## src/rtl/mmdpq_pkg.sv

```systemverilog
`timescale 1ns / 1ps

package mmdpq_pkg;

    localparam int CAPACITY     = 1023;
    localparam int PAYLOAD_BITS = 32;

    localparam int KEY_W       = 32;
    localparam int PORT_PAY_W  = 32;
    localparam int COUNT_OUT_W = 10;
    localparam int STATUS_W    = 2;

    // heap levels; node ids are 1-based, level of id n is the msb of n
    localparam int LEVELS = $clog2(CAPACITY + 1);
    localparam int ID_W   = LEVELS;

    localparam logic OP_INSERT = 1'b0;
    localparam logic OP_POP    = 1'b1;

    localparam logic [STATUS_W-1:0] ST_DONE  = 2'd0;
    localparam logic [STATUS_W-1:0] ST_EMPTY = 2'd1;
    localparam logic [STATUS_W-1:0] ST_FULL  = 2'd2;

    typedef logic [ID_W-1:0] t_id;

    typedef struct packed {
        logic [KEY_W-1:0]        key;
        logic [PAYLOAD_BITS-1:0] pay;
    } t_entry;

    localparam int ENTRY_W = $bits(t_entry);

    // read request qualifiers, latched by the cell that serves the read
    typedef struct packed {
        logic down;
        logic lane;
        logic right_ok;
    } t_rdctl;

    // compare result travelling along the chain of level cells
    typedef struct packed {
        logic   hit;
        logic   lane;
        logic   beats;
        t_entry ent;
    } t_pick;

    function automatic logic f_better(input logic mode, input logic [KEY_W-1:0] a,
                                      input logic [KEY_W-1:0] b);
        return mode ? (a > b) : (a < b);
    endfunction

endpackage

```

## src/rtl/mmdpq_cell.sv

```systemverilog
`timescale 1ns / 1ps

module mmdpq_cell (
    input  logic                           i_clk,
    input  logic                           i_rst_n,
    input  logic                           i_rd_sel,
    input  mmdpq_pkg::t_rdctl              i_ctl,
    input  logic                           i_mode,
    input  logic [mmdpq_pkg::KEY_W-1:0]    i_move_key,
    input  mmdpq_pkg::t_entry              i_lane0,
    input  mmdpq_pkg::t_entry              i_lane1,
    input  mmdpq_pkg::t_pick               i_chain,
    output mmdpq_pkg::t_pick               o_chain
);

    import mmdpq_pkg::*;

    logic   r_hit;
    t_rdctl r_ctl;
    logic   take_right;
    t_entry sel;
    t_pick  mine;

    always_ff @(posedge i_clk) begin
        if (!i_rst_n) begin
            r_hit <= 1'b0;
        end else begin
            r_hit <= i_rd_sel;
        end
    end

    always_ff @(posedge i_clk) begin
        if (i_rd_sel) begin
            r_ctl <= i_ctl;
        end
    end

    always_comb begin
        // sift down: better child, left on a tie; sift up: the parent's lane
        if (r_ctl.down) begin
            take_right = r_ctl.right_ok && f_better(i_mode, i_lane1.key, i_lane0.key);
        end else begin
            take_right = r_ctl.lane;
        end
        sel        = take_right ? i_lane1 : i_lane0;
        mine.hit   = 1'b1;
        mine.lane  = take_right;
        mine.beats = r_ctl.down ? f_better(i_mode, sel.key, i_move_key)
                                : f_better(i_mode, i_move_key, sel.key);
        mine.ent   = sel;
        o_chain    = r_hit ? mine : i_chain;
    end

endmodule

```

## config.mk

```make
export PLATFORM = sky130hd
export DESIGN_NAME = mmdpq_cell
export DESIGN_NICKNAME = d
export VERILOG_FILES = /design/src/rtl/mmdpq_pkg.sv /design/src/rtl/mmdpq_cell.sv
export SDC_FILE = /design/constraint.sdc
export NUM_CORES = 1
export LEC_CHECK = 0
export BUFFER_PORTS_ARGS = -buffer_cell sky130_fd_sc_hd__clkbuf_2
export CORE_AREA = 2 2 118 120
export CTS_CLUSTER_DIAMETER = 100
export DETAILED_ROUTE_END_ITERATION = 12
export DIE_AREA = 0 0 120 122
export PLACE_DENSITY = 0.65
export SETUP_SLACK_MARGIN = 0.15
export SYNTH_ARGS = -nofsm -noshare
export SYNTH_HDL_FRONTEND = slang
export SYNTH_SLANG_ARGS = --single-unit
```

## constraint.sdc

```tcl
create_clock -name i_clk -period 6.84 [get_ports i_clk]
set_input_delay 1.368 -clock i_clk [delete_from_list [all_inputs] [get_ports i_clk]]
set_output_delay 1.368 -clock i_clk [all_outputs]
set_load 0.05 [all_outputs]
```

==> flow_summary.yaml <==
grt:
  grt_pass1_vias: 4159
  grt_max_degree: 74
  grt_overflow: 0
  grt_first_pass_wirelength_mm: 18.8
  grt_antenna_before_repair: 0
  grt_usage_pct: 15.5
route:
  wirelength_mm: 12.6
  wl_per_cell_um: 13.2
  drcViolationCount: 0
  first_pass_iters: 4
  antenna_left: 0
  drt_iter0_drc: 65
  avgViaCountPerCell: 4.52
  via_count: 4322
setup_path:
  criticalPathCategory: "input port to primary output"
  critical_path_depth: 21
  cp_top_family: "compound AO/OA/AOI/OAI gates"
  crit_path_start_kind: "input port"
  critPathMaxFanout: 5
  crit_end: "o_chain[64]"
  arrival_ns: 5.49
  critPathBufInv: 5
  max_stage_delay_ns: 0.50
  crit_start: "i_lane1[50]"
  worst_path_max_delay_cell: "a2111o_1"
  path_cells: "clkbuf_2 -> ha_4 -> a41oi_2 -> o21ai_1 -> a221o_1 -> a2111o_1 -> o311ai_4 -> buf_6 -> buf_12 -> mux2i_4 -> ha_4 -> a21o_1 -> a21o_1 -> a21oi_2 -> o21a_1 -> o211ai_1 -> a21boi_2 -> buf_4 -> mux2i_1 -> a31o_2 -> buf_12"
  cp.required_ns: 5.47
  end_kind: "primary output"
timing:
  finalSetupViolCount: 1
  hold_ws_ns: 1.32
  min_period_ns: 6.86
  drv_slew: 0
  grt_setup_unrepaired: "true"
  max_freq_mhz: 146
  maxSlewHeadroom_pct: 54.8
  fin_crit_sh_pct: 100
  setup_slack_ns: -0.0195
  finalHoldViolCount: 0
  max_slew.worst_pin.slew_ns: 0.678
synthesis:
  synth_mux_area_share_pct: 21.8
  synth_area_sq_um: 3100
  synth-simple-area-share_pct: 16.9
  synth_fa_ha_area_share_pct: 25.9
  syn_nets: 722
  synth_top_family_by_area: "adder cells"
  synth_warnings: 0
  syn-instance-count: 424
  synth-seq-area-share_pct: 3.56
  post_synth_num_cell_types: 38
  synth_compound_area_share_pct: 22.1
  synth-xor-area-share_pct: 0.283
  ys_seq_elements: 4
  syn_area_per_cell_sq_um: 7.30
finish:
  final_cell_mix: "clkbuf_2 (297), a21oi_1 (78), nor2_1 (68)"
  drive_gt1_share_pct: 55.3
  final_common_cell: "clkbuf_2"
  area_delta_synth_final_pct: 85.3
  layout.nets: 1075
  instances_no_fill: 956
  n_fill_cell: 1391
  regArea_sq_um: 114
  multi_input_area_sq_um: 3070
  antennaDiodeCount: 0
place:
  gp_congestion: 0.832
  dpl.hpwl_mm: 10.6
  placement.io_buffers: 300
  pre_cts_slack_ns: -0.414
  place_inst: 942
floorplan:
  die_x_um: 120
  io_pins: 301
  die-area_sq_um: 14600
  core_sq_um: 13500
  row_count: 43
  start_util_pct: 22.9
  die_h_um: 122
clock_tree:
  cts_sinks: 4
  cts-htree-levels: 1
  cts_tree: "built"
  cts_buffers: 3
  cts.clk_slew.worst_paths_ns: 0.03
  clockBufferDepth: 2
  clock-root-buffer: "clkbuf_16"
power_and_ir_drop:
  p_leak_nw: 3.15
  cellPowerDensity_nw_per_um2: 124
  peakVddDrop_mv: 0.105
status:
  status: "finished with violations"
  violations: "setup timing"
run:
  cap_violations: 0
hold_path:
  holdCritPathClass: "input port to flop"
where the power goes:
group | total [mW] | internal, mW | switching (mW) | leakage [nW]
clock network | 0.0948 | 0.0771 | 0.0177 | 0.0382
logic | 0.585 | 0.256 | 0.329 | 3.08
registers | 0.0339 | 0.0281 | 0.00576 | 0.0383
total | 0.713 | 0.361 | 0.352 | 3.15
state kept, by name, summed over array words and instances, names as in the netlist:
| register | count |
|---|---|
| r_ctl | 3 |
| r_hit | 1 |
metrics by stage:
stage                     util, %  area, sq um  setup TNS [ns]  total power [mW]
after detailed placement     38.1         5140          -0.414             0.549
after global placement       38.1         5140          -0.293             0.546
after CTS                    40.8         5510         -0.0389             0.685
final                        42.5         5740         -0.0195             0.713
after global routing         42.5         5740          -0.260             0.768
after floorplan                 -         3100               0             0.367
routing by layer:
| metal | part of all wire, % | global-route usage [%] |
|---|---|---|
| met1 | 40 | 18.0 |
| met2 | 53 | 30.6 |
| met5 | 0 | 0 |
| met4 | 0.81 | 1.91 |
| met3 | 6.1 | 2.06 |
cells in the mapped netlist, drive strengths merged:
library cell / count / area, sq um
a21oi: 84 / 420
nor2: 69 / 259
ha: 64 / 801
mux2i: 64 / 641
inv: 34 / 128
clkbuf: 15 / 56.3
nand2: 10 / 37.5
a21o: 9 / 67.6
nand4: 9 / 56.3
buf: 7 / 113
nand3: 7 / 35.0
o21ai: 6 / 30.0
nor2b: 5 / 31.3
and4: 4 / 35.0
a21boi: 3 / 22.5
edfxtp: 3 / 90.1
mux2: 3 / 33.8
nand2b: 3 / 18.8
o211ai: 3 / 22.5
o21a: 3 / 22.5
a31o: 2 / 17.5
nor3: 2 / 10.0
nor4: 2 / 12.5
a2111o: 1 / 11.3
a221o: 1 / 10.0
a31oi: 1 / 6.26
a41oi: 1 / 16.3
and2: 1 / 6.26
and3: 1 / 6.26
dfxtp: 1 / 20.0
nand3b: 1 / 7.51
o2bb2ai: 1 / 8.76
o311ai: 1 / 16.3
o41a: 1 / 11.3
or2: 1 / 6.26
xnor2: 1 / 8.76
logic make-up (layout without fill, tap and decap cells):
| kind of cell | Yosys count | after routing |
|---|---|---|
| AOI/OAI and AO/OA | 117 | 117 |
| and+or+nand+nor | 115 | 115 |
| muxes | 67 | 67 |
| adders and majority gates | 64 | 64 |
| buffers and inverters | 56 | 408 |
| DFF | 4 | 4 |
| xor gates and xnor gates | 1 | 1 |
final cells by class:
type                       count  share of cell area [%]
multi-input combinational    364                    53.5
timing repair buffer         370                    36.9
tap                          180                    3.93
inverter                      34                    2.27
sequential                     4                    1.98
clock buffer                   4                    1.37
what timing repair did:
item / 4_1_cts / 5_1_grt
gates cloned: 1 / 0
endpoints found under the setup margin: 1 / 1
setup buffers: 6 / 3
hold buffers: 0 / 0
resized for setup: 38 / 35
pin swaps: 22 / 15
worst min path at each step:
stage              from                 end  slack (ns)  depth (start not counted)
5_1_grt        i_ctl[2]  r_ctl[2]$_DFFE_PP_        1.32                          1
3_5_place_dp   i_ctl[2]  r_ctl[2]$_DFFE_PP_        1.55                          1
3_3_place_gp   i_ctl[2]  r_ctl[2]$_DFFE_PP_        1.55                          1
2_1_floorplan  i_ctl[0]  r_ctl[0]$_DFFE_PP_        1.47                          0
6_report       i_ctl[2]  r_ctl[2]$_DFFE_PP_        1.32                          1
4_1_cts        i_ctl[2]  r_ctl[2]$_DFFE_PP_        1.32                          1
Power figures use the tool's default switching activity.
