--- src/rtl/mmdpq_ram.sv ---
`timescale 1ns / 1ps

module mmdpq_ram #(
    parameter int WIDTH = 8,
    parameter int DEPTH = 2
) (
    input  logic                                          i_clk,
    input  logic                                          i_we,
    input  logic [((DEPTH > 1) ? $clog2(DEPTH) : 1)-1:0] i_waddr,
    input  logic [WIDTH-1:0]                              i_wdata,
    input  logic                                          i_re,
    input  logic [((DEPTH > 1) ? $clog2(DEPTH) : 1)-1:0] i_raddr,
    output logic [WIDTH-1:0]                              o_rdata
);

    logic [WIDTH-1:0] r_mem [0:DEPTH-1];
    logic [WIDTH-1:0] r_rdata;

    always_ff @(posedge i_clk) begin
        if (i_we) begin
            r_mem[i_waddr] <= i_wdata;
        end
        if (i_re) begin
            r_rdata <= r_mem[i_raddr];
        end
    end

    assign o_rdata = r_rdata;

endmodule

--- config.mk ---
export PLATFORM = sky130hd
export DESIGN_NAME = mmdpq_ram
export DESIGN_NICKNAME = d
export VERILOG_FILES = /design/src/rtl/mmdpq_ram.sv
export SDC_FILE = /design/constraint.sdc
export NUM_CORES = 1
export LEC_CHECK = 0
export BUFFER_PORTS_ARGS = -buffer_cell sky130_fd_sc_hd__buf_4
export CORE_MARGIN = 5
export CORE_UTILIZATION = 45
export CTS_CLUSTER_SIZE = 30
export DETAILED_ROUTE_END_ITERATION = 10
export GPL_ROUTABILITY_DRIVEN = 0
export HOLD_SLACK_MARGIN = 0.1
export PLACE_DENSITY_LB_ADDON = 0.08
export SETUP_SLACK_MARGIN = 0.1
export SLEW_MARGIN = 5
export SYNTH_ARGS = -nofsm -noshare
export SYNTH_HDL_FRONTEND = slang
export SYNTH_SLANG_ARGS = --single-unit
--- constraint.sdc ---
create_clock -name i_clk -period 1.15 [get_ports i_clk]
set_input_delay 0.1725 -clock i_clk [delete_from_list [all_inputs] [get_ports i_clk]]
set_output_delay 0.1725 -clock i_clk [all_outputs]
set_load 0.005 [all_outputs]
==> results.txt, run 1 <==
- Transition time at the pin with the least slew margin: about 0.36 ns
- Broken down by cell family, the worst path's largest delay share belongs to flip-flops.
- The flow ran to the end, and the final reports show no timing, DRC or antenna violations.
- TritonCTS clock tree: done
- First-pass iteration count of the detailed router: 2
* Crit path DAT: 0.82 ns
- Across the whole layout, storage elements account for between 700 and 800 sq um.
- Tcrit/Tclk final: between 80% and 90%
* Total leakage power: 0.447 nW
* Total Nets Final: 81
* Final hold violation count: 0
- After layout, the minimum clock period comes to between 0.9 and 1 ns.
- Die height: 53.8 microns
* Worst slack after detailed placement: approximately 0.19 ns
- Switching Power: approximately 0.00028 W
- The floorplan step defined a core boundary enclosing approximately 0.0018 sq mm.
- Max transition margin: between 70% and 80%
- The synthesized netlist occupies a cell area of between 800 and 900 sq um.
* Critical path startpoint category: register
- Cell Chain, Critical Path: buf_4
- Post-synthesis area per instance: ~25 sq um
- Clock-pin slew was measured on the worst setup and hold paths at 0.11 ns.
* Post-synthesis instance total: 35
* Max Cap Viol: 0
* Total global routing overflow: 0
* Slowest stage cell, crit path: edfxtp_1
* Clk network pwr share: around 22%
- In this run the horizontal extent of the chip is approximately 54 microns.
* Num CTS Buffers: 3
- Insertion delay to the later sink of the worst-skew pair: 0.29 ns
- Drt total wl: around 1200 microns
- After detailed routing, the number of remaining DRC violations is 0.
- The area growth from synthesis to layout is 32.4%.
- Data required time of the critical path: a little under 1 ns
- Along the worst path, the maximum fanout reaches 1.
- Post-DRT Antenna Nets: 0
- Effective utilization at floorplan: between 40% and 50%
- Clk sinks: 24
* Via count: around 400
* Setup CP Type: register to output pin
- Leaving out fill and tap cells, the most frequent cells in the layout are edfxtp_1, buf_4, mux2_4, dlygate4sd3_1, clkbuf_4.
* Total Power: 0.00154 W
- For this design the top-level I/O count stands at 21.
- Post-synthesis net count: 48
- Entering global routing, the biggest net connects 13 pins.
- Number of setup violations in the final report: 0
- Of the synthesized area, sequential elements account for 83.4%.
- In the final timing run, aggregate negative setup slack is 0 ns.
- Sequential share of power: 68.2%
- The number of global-route vias before repair was roughly 440.
* Count of buffering cells on the critical path with inverters included: 1
- Internal power contribution: ~0.0013 W
- Ant diodes: 0
- Leading cell type in the layout, fill and taps excluded: edfxtp_1
* Number of inserted filler cells in the final layout: about 140
- Worst Slack Setup Final: about 0.16 ns
* Finished layout cell area: 0.00114 sq mm
- The tree is rooted in a clkbuf_4.
* Maximum level of the CTS H-tree: 1
* Critical path endpoint category: output pin
* Multi-input combinational cell area: 133 sq um
* Power per cell area: 1340 mW/mm^2
- Fraction of power spent switching nets: 18.0%
- Number of standard-cell rows in the floorplan: 15
* WL/cell: 13.0 microns
* Initial DRC Count: 2
- Upper clock frequency limit: ~1.0 GHz
* Register bit total from synthesis: 24
- Global routing consumed, over all layers together, 9.62% of the routing resources.
- Number of vias per cell: about 4.5
- Setup repair after global routing left no endpoint under its margin.
* YS warnings: 0
- Share of layout cells above drive strength 1: a little under 50%
- The floorplan step defined a die boundary enclosing 0.00290 sq mm.
- Placed standard-cell area: 0.00104 sq mm
* Synth cell types: 5
- The largest single stage delay on the critical path is approximately 0.39 ns.
- Fin Clk Skew: roughly 0.00047 ns
- Maximum resistive drop on vdd: between 0.0008 and 0.0009 V
* Wire length of the first global-routing pass: 1870 microns
- Largest buffer count on any clock path: 2
- Initial antenna violation count: 0
- For this run, the share of the core covered by cells in the final layout is roughly 64%.
- Final Max Slew Viols: 0
* Port-buffer cells: 20
* Type of the tightest min-delay check: primary input to register
- Combinational logic is responsible for roughly a tenth of the overall power.
metal layers:
layer | global-route usage, % | share of wire, % | vias up
li1 | - | - | 199
met5 | 0 | 0 | -
met1 | 8.12 | 37 | 194
met2 | 19.6 | 56 | 18
met4 | 3.83 | 0 | 0
met3 | 3.32 | 6.6 | 0
timing repair:
action                                 4_1_cts  5_1_grt
buffers inserted                             0        0
hold buffers                                 8        0
gates resized for setup                      0        0
endpoints found under the hold margin       16        0
path summary, 6_finish.rpt:
| kind | startpoint | endpoint | slack (ns) | cells after the start |
|---|---|---|---|---|
| hold reg to reg | r_mem[1][2] | o_rdata[2] | 0.56 | 1 |
| setup reg to reg | r_mem[1][4] | o_rdata[4] | 0.24 | 1 |
| setup / recovery | o_rdata[6] | o_rdata[6] | 0.16 | 1 |
| hold / removal | i_re | o_rdata[3] | 0.14 | 1 |
state kept, by name (all words and copies together), names as in the netlist:
| name | count |
|---|---|
| r_mem | 16 |
| o_rdata | 8 |
Yosys cell counts:
cell type  number  area (sq um)
buf_6           1          11.3
and2_1          1          6.26
nor2b_1         1          6.26
mux2_4          8           120
edfxtp_1       24           721
metrics by stage:
| step | cells | hold WS, ns |
|---|---|---|
| after floorplan | 35 | 0.271 |
| final | 91 | 0.141 |
| after CTS | 91 | 0.133 |
| after global placement | 80 | 0.357 |
| after detailed placement | 80 | 0.361 |
| after global routing | 91 | 0.138 |
power groups by stage:
stage	Combinational, W	Clock [W]	Sequential (W)
5_1_grt	0.000172	0.000380	0.00106
4_1_cts	0.000160	0.000346	0.00105
6_report	0.000157	0.000332	0.00105
3_3_place_gp	0.000133	0	0.00107
2_1_floorplan	0.0000598	0	0.00107
3_5_place_dp	0.000138	0	0.00107
cell families (layout without fill, tap and decap cells):
| logic type | after synthesis | count (layout) | synth area share [%] |
|---|---|---|---|
| AND/OR/NAND/NOR | 2 | 2 | 1.45 |
| multiplexers | 8 | 8 | 13.9 |
| buffers and inverters | 1 | 32 | 1.30 |
| flip-flops | 24 | 24 | 83.4 |
cell type report:
type | count | share of cell area (%)
Timing Repair Buffer | 29 | 20.8
Tap cell | 25 | 2.73
Multi-Input combinational cell | 10 | 11.6
Clock buffer | 3 | 1.97
Sequential cell | 24 | 63.0
(Power assumes the default switching activity.)
==> run 2: changes to the inputs <==
ABC_AREA = 1   (was unset)
CTS_CLUSTER_DIAMETER = 150   (was unset)
==> run 2 against run 1 <==
Clock skew up 0.0082 ns. Design area is 0.55% higher. Largest power group unchanged. Register-to-register slack improved by 0.15 ns. Via count up 17%. Highest routed layer unchanged. Sequential power about the same. Final cell count increased by 22%. Critical path type unchanged. Utilization is 1.7 points higher. Global-route usage is 1.1 points higher.
==> results.txt, run 2 <==
* Result of the run: finished, final reports clean
- Final sum of negative setup slack: 0 ns
* Max Cap Viol: 0
- Detailed routing inserted a total of ~480 vias.
- Synthesis produced a netlist with a net count of 67.
- Insertion delay to the later sink of the worst-skew pair: approximately 0.3 ns
- Ant diodes: 0
- Largest net degree at the start of global routing: 15
- The cell sitting at the root of the clock tree is a clkbuf_4.
- Cell family with the largest share of critical-path delay: flip-flops
* Port-buffer cells: 20
- Data required time of the critical path: 0.98 ns
- From left edge to right edge, the die measures about 53 microns.
* First-pass iteration count of the detailed router: 4
- During I/O placement, the number of pins put on the boundary was 21.
- Number of inserted filler cells in the final layout: about 120
* Final Max Slew Viols: 0
- Dividing the detail-routed wire length by the instance count gives 11.6 microns.
* Critical path startpoint category: register
- For this run, the slowest stage of the critical path takes between 0.3 and 0.4 ns.
- Number of standard-cell rows in the floorplan: 15
* YS warnings: 0
* Logic depth of the worst setup path including buffers: 1
- The worst path needs 1.00 ns of the cycle, external delays included.
- The net count of the finished layout is 100.
* Initial DRC Count: 11
- Met3 usage in global routing: approximately 3.4%
* Register bank with the most flops: r_mem
- Critical path endpoint category: output pin
- The die is 53.2 microns tall.
* Flip-flop count of the largest register, all copies and words added: 16
* TritonCTS clock tree: done
- Share of layout cells above drive strength 1: 30.2%
- Final design utilization: 65.9%
* Cell area after synthesis: 841 sq um
- In this run, distinct cell masters in the synthesized netlist total 6.
* Register bit total from synthesis: 24
- Setup repair after global routing left no endpoint under its margin.
- In this run the worst hold path is classified as primary input to register.
- In the synthesized netlist the async set-or-reset flop fraction comes to 0%.
* Total half-perimeter wirelength after legalization and detailed placement: just under 900 microns
- Cells on worst reg2reg path: 2
- Together, buffers and inverters on the worst path number 1.
* Gr busiest metal: met2
- The synthesized design contains 24 enable-type register cells.
- In the global route stage, overall resource usage came out at ~11%.
- Crit path DAT: approximately 0.83 ns
- Most used cells in the layout excluding fill and tap cells: nand2_1, edfxtp_1, buf_4
- Clock slew at reported path FFs: between 0.1 and 0.15 ns
- The critical path is of the register to output pin type.
* Global-route met2 utilization: between 20% and 30%
- By area the synthesized netlist is led by edfxtp_1, nand2_1, buf_6, inv_1, inv_2.
- The commonest cells after synthesis are nand2_1, edfxtp_1, inv_1.
* Maximum level of the CTS H-tree: 1
- Power per cell area: about 1500 mW/mm^2
- Buffers inserted during clock tree synthesis total 3.
- Leading cell type in the layout, fill and taps excluded: nand2_1
- Number of setup violations in the final report: 0
- Summed over all instances, the cell type with the most area after synthesis is edfxtp_1.
* Area of the placeable core: roughly 0.0017 sq mm
- Effective utilization at floorplan: 48.2%
- In the synthesized netlist, the number of instances is between 50 and 60.
* Total global routing overflow: 0
- In the routed design, unresolved DRC markers number 0.
- A synthesized cell averages between 15 and 20 sq um.
- Maximum resistive drop on vdd: around 0.0013 V
- Clk sinks: 24
- Number of instances on the worst hold path: 1
- At the pin with the least slew margin, the transition time is 0.312 ns.
- Drt total wl: 1290 microns
- M1 GR Usage: between 10% and 20%
* Maximum fanout encountered on the critical timing path: 1
* Cell with the most instances after synthesis: nand2_1
- Wire length of the first global-routing pass: 2120 microns
- Between clock sinks in the finished design, the worst skew comes to between 0.008 and 0.009 ns.
* Top cell type's share of synthesized area: between 80% and 90%
* Post-DRT Antenna Nets: 0
- The final hold violation count came to 0.
* Syn-to-layout area delta: 36.9%
* Upper clock frequency limit: about 1.0 GHz
- Vias in the first global route: 491
- Portion of the post-synthesis area used by sequential elements: a little under nine tenths
- Slowest stage cell, crit path: edfxtp_1
- The final critical path takes up between 80% and 90% of the cycle.
- In the synthesized netlist the dominant register cell turns out to be edfxtp_1.
* Initial antenna violation count: 0
* Max transition margin: around 79%
- Cell Chain, Critical Path: buf_4
- Post-cts resize count: 0
- In the routed layout, each cell is associated on average with a via count of approximately 4.3.
- Total leakage power: around 0.48 nW
- Die footprint: approximately 0.0028 sq mm
- The longest clock path from root to sink contains 2 buffers.
==> run 2: power breakdown <==
group / switching (W) / internal [W] / leakage [nW]
clock network: 0.000233 / 0.000352 / 0.0279
logic: 0.0000610 / 0.0000808 / 0.227
registers: 0.0000148 / 0.00103 / 0.230
==> run 2: worst paths after layout <==
path | startpoint | to | slack, ns
setup / recovery | o_rdata[1] | o_rdata[1] | 0.15
hold / removal | i_re | o_rdata[6] | 0.13
setup reg to reg | r_mem[1][1] | o_rdata[1] | 0.39
hold reg to reg | r_mem[0][7] | o_rdata[7] | 0.53
==> run 2: area by class of cell <==
class                   instances  area, sq um  share of cell area, %
inverters                       3         11.3                  0.978
clock buffers                   3         22.5                   1.96
clock inverters                 1         30.0                   2.61
well taps                      25         31.3                   2.72
repair buffers                 29          238                   20.7
flip-flops and latches         24          721                   62.6
multi-input cells              26         97.6                   8.48
==> run 2: timing repair <==
action	in CTS	in global routing
endpoints found under the hold margin	16	0
buffers inserted	0	0
hold buffers	8	0
==> run 2: stage by stage <==
step / instances / area (sq um) / total power [W] / hold slack, ns / setup slack [ns]
3_5_place_dp: 99 / 1020 / 0.00119 / 0.360 / 0.264
4_1_cts: 111 / 1150 / 0.00179 / 0.130 / 0.131
5_1_grt: 111 / 1150 / 0.00184 / 0.130 / 0.102
6_report: 111 / 1150 / 0.00177 / 0.135 / 0.150
3_3_place_gp: 99 / 1020 / 0.00118 / 0.359 / 0.280
2_1_floorplan: 54 / 841 / 0.00111 / 0.271 / 0.218
==> run 2: worst register-to-register path, cell delays in order, from the launching register on <==
cell and delay (ns):
edfxtp_1 0.41, nand2_1 0.08, nand2_1 0.05
==> run 2: layer usage <==
metal  wire length (microns)  part of all wire, %  vias to the layer above
met5                       0                    0                        -
met1                     497                   39                      216
met2                     707                   55                       17
met4                       0                    0                        0
li1                        -                    -                      246
met3                      81                  6.3                        0
==> run 2: kinds of logic (layout without fill, tap and decap cells) <==
logic type	Yosys count	in the layout	share of synthesized area [%]
buffers and inverters	4	36	2.68
flip-flops	24	24	85.7
AND/OR/NAND/NOR	26	26	11.6
==> run 3: changes to the inputs <==
CORE_UTILIZATION = 44   (was 45)
clock period = 0.84 ns   (was 1.15 ns; I/O delays follow)
==> run 3 against run 2 <==
The run now ends with negative setup slack left. Utilization down 1.2 points. Clock power down 18%. Sequential share of layout area up 0.48 points. Critical endpoint is now o_rdata[0].
==> results.txt, run 3 (same netlist as run 2, synthesis figures left out) <==
* Cell Chain, Critical Path: buf_6
* Clk sinks: 24
- Number of standard-cell rows in the floorplan: 15
* Result of the run: finished with violations
- Dividing the detail-routed via count by the number of cells gives ~4.2.
* Via count: about 470
* Launch instance of the worst register-to-register path: r_mem[1][6]
* Finished layout cell area: 0.00114 sq mm
- For this block, the initial DRC count from the detailed router was 7.
* Maximum resistive drop on vdd: 0.00132 V
- In the final routed layout, each cell accounts on average for ~11 microns.
- Final worst path period need: 0.947 ns
* Slowest stage cell, crit path: edfxtp_1
- The analysis attributes to cell leakage a power of approximately 0.48 nW.
- After detailed routing, the total wire length is ~1200 microns.
- Effective utilization at floorplan: 47.7%
- Critical path startpoint category: register
* Total Power: 0.00211 W
* Worst Slack Setup Final: -0.107 ns
- Input and output buffers added on the ports amount to 20.
* Transition time at the pin with the least slew margin: ~0.30 ns
* Count of buffering cells on the critical path with inverters included: 1
- The startpoint identified for the worst hold timing path is i_re.
- Entering global routing, the biggest net connects 14 pins.
- Die height: around 54 microns
- Setup violations remaining at the end of the flow were counted as 8.
* All-Layer GR Usage: just under 10%
- Source of the critical timing path: o_rdata[0]
* Leading cell type in the layout, fill and taps excluded: nand2_1
* Vias in the first global route: about 450
* M1 GR Usage: between 10% and 20%
- Data required time of the critical path: ~0.71 ns
- Counting flops per register, the top entry is r_mem.
- Placed standard-cell area: between 0.001 and 0.0015 sq mm
- Power per cell area: between 1500 and 2000 mW/mm^2
* Total Nets Final: approximately 100
- Area of the placeable core: 0.00176 sq mm
- For the worst-skew pair, the clock arrives at the later sink with an insertion delay of 0.30 ns.
- met2 is the most crowded layer.
- Ant diodes: 0
* Met3 usage in global routing: under 10%
* Share of layout cells above drive strength 1: roughly 31%
* CTS Root Cell: clkbuf_4
- Final hold violation count: 0
* Critical path endpoint category: output pin
- Pin placement for this block handled 21 I/O pins.
* Violated checks: negative setup slack
- Initial antenna violation count: 0
* Maximum fanout encountered on the critical timing path: 1
- Max-cap violations in this run came to 0.
* Cell family with the largest share of critical-path delay: flip-flops
- Data on the critical path arrives at its endpoint at about 0.82 ns.
- Wire length of the first global-routing pass: about 1900 microns
* Setup CP Type: register to output pin
- Die footprint: ~0.0029 sq mm
- Flip-flop count of the largest register, all copies and words added: 16
- The first detailed-routing pass ran for 2 iterations.
- In the finished design, the share of the clock period the worst path needs comes to 113%.
- Leaving out fill and tap cells, the most frequent cells in the layout are nand2_1, edfxtp_1, buf_4.
- TritonCTS clock tree: done
- After detailed routing, the number of remaining DRC violations is 0.
- The floorplan step set the die width to 53.7 microns.
- For met2 alone, demand over resource in global routing was between 10% and 20%.
- Fin Clk Skew: roughly 0.0007 ns
* Upper clock frequency limit: roughly 1.1 GHz
- Max transition margin: 79.7%
- Clock slew at reported path FFs: 0.12 ns
- Quantity of hold-fixing buffers added after cts: 8
- Post-DRT Antenna Nets: 0
* Syn-to-layout area delta: 35.9%
- Cells fill roughly 65% of the core in the end.
- Clock tree synthesis inserted a total of 3 buffers.
- The worst hold path belongs to the class primary input to register.
- In this run the deepest clock path goes through 2 buffers.
- Maximum level of the CTS H-tree: 1
- Total global routing overflow: 0
* Largest incremental delay on the critical path: roughly 0.4 ns
- Unrepaired setup endpoints after global routing: yes
* Number of buffers inserted to repair setup after CTS: 0
- The max-slew violation count is 0.
==> run 3: stage by stage <==
stage / hold WS [ns] / cells / worst slack [ns] / setup TNS [ns]
after CTS: 0.0872 / 112 / -0.130 / -0.930
after global placement: 0.316 / 100 / 0.0256 / 0
after global routing: 0.0737 / 112 / -0.168 / -1.26
after floorplan: 0.225 / 54 / 0.107 / 0
after detailed placement: 0.315 / 100 / 0.00333 / 0
final: 0.0947 / 112 / -0.107 / -0.812
==> run 3: path summary, 6_finish.rpt <==
path | to | slack, ns | depth (start not counted)
hold reg to reg | o_rdata[1] | 0.53 | 2
hold / removal | o_rdata[7] | 0.09 | 1
setup / recovery | o_rdata[0] | -0.11 | 1
setup reg to reg | o_rdata[6] | 0.10 | 2
==> run 3: cell type report <==
class	count	area (sq um)
flip-flops and latches	24	721
clock buffers	3	22.5
well taps	25	31.3
clock inverters	1	3.75
multi-input cells	26	100
fillers	138	622
inverters	3	11.3
repair buffers	30	253
==> run 3: where the power goes <==
group          internal (W)  total [W]  switching [W]
sequential          0.00141    0.00143      0.0000209
combinational      0.000118   0.000201      0.0000831
clock              0.000173   0.000479       0.000306
total               0.00170    0.00211       0.000410
==> run 3: repair_timing <==
action	4_1_cts	5_1_grt
gates cloned	0	0
resized for setup	1	1
endpoints found under the setup margin	11	15
endpoints found under the hold margin	24	8
pin swaps	5	7
==> run 3: routing by layer <==
metal	part of all wire, %	vias up
li1	-	249
met1	42	207
met2	48	18
met3	10	0
met4	0	0
met5	0	-
==> run 3: worst register-to-register path, cell delays in order, from the launching register on <==
cell      delay (ns)
edfxtp_1        0.40
nand2_1         0.07
nand2_1         0.04
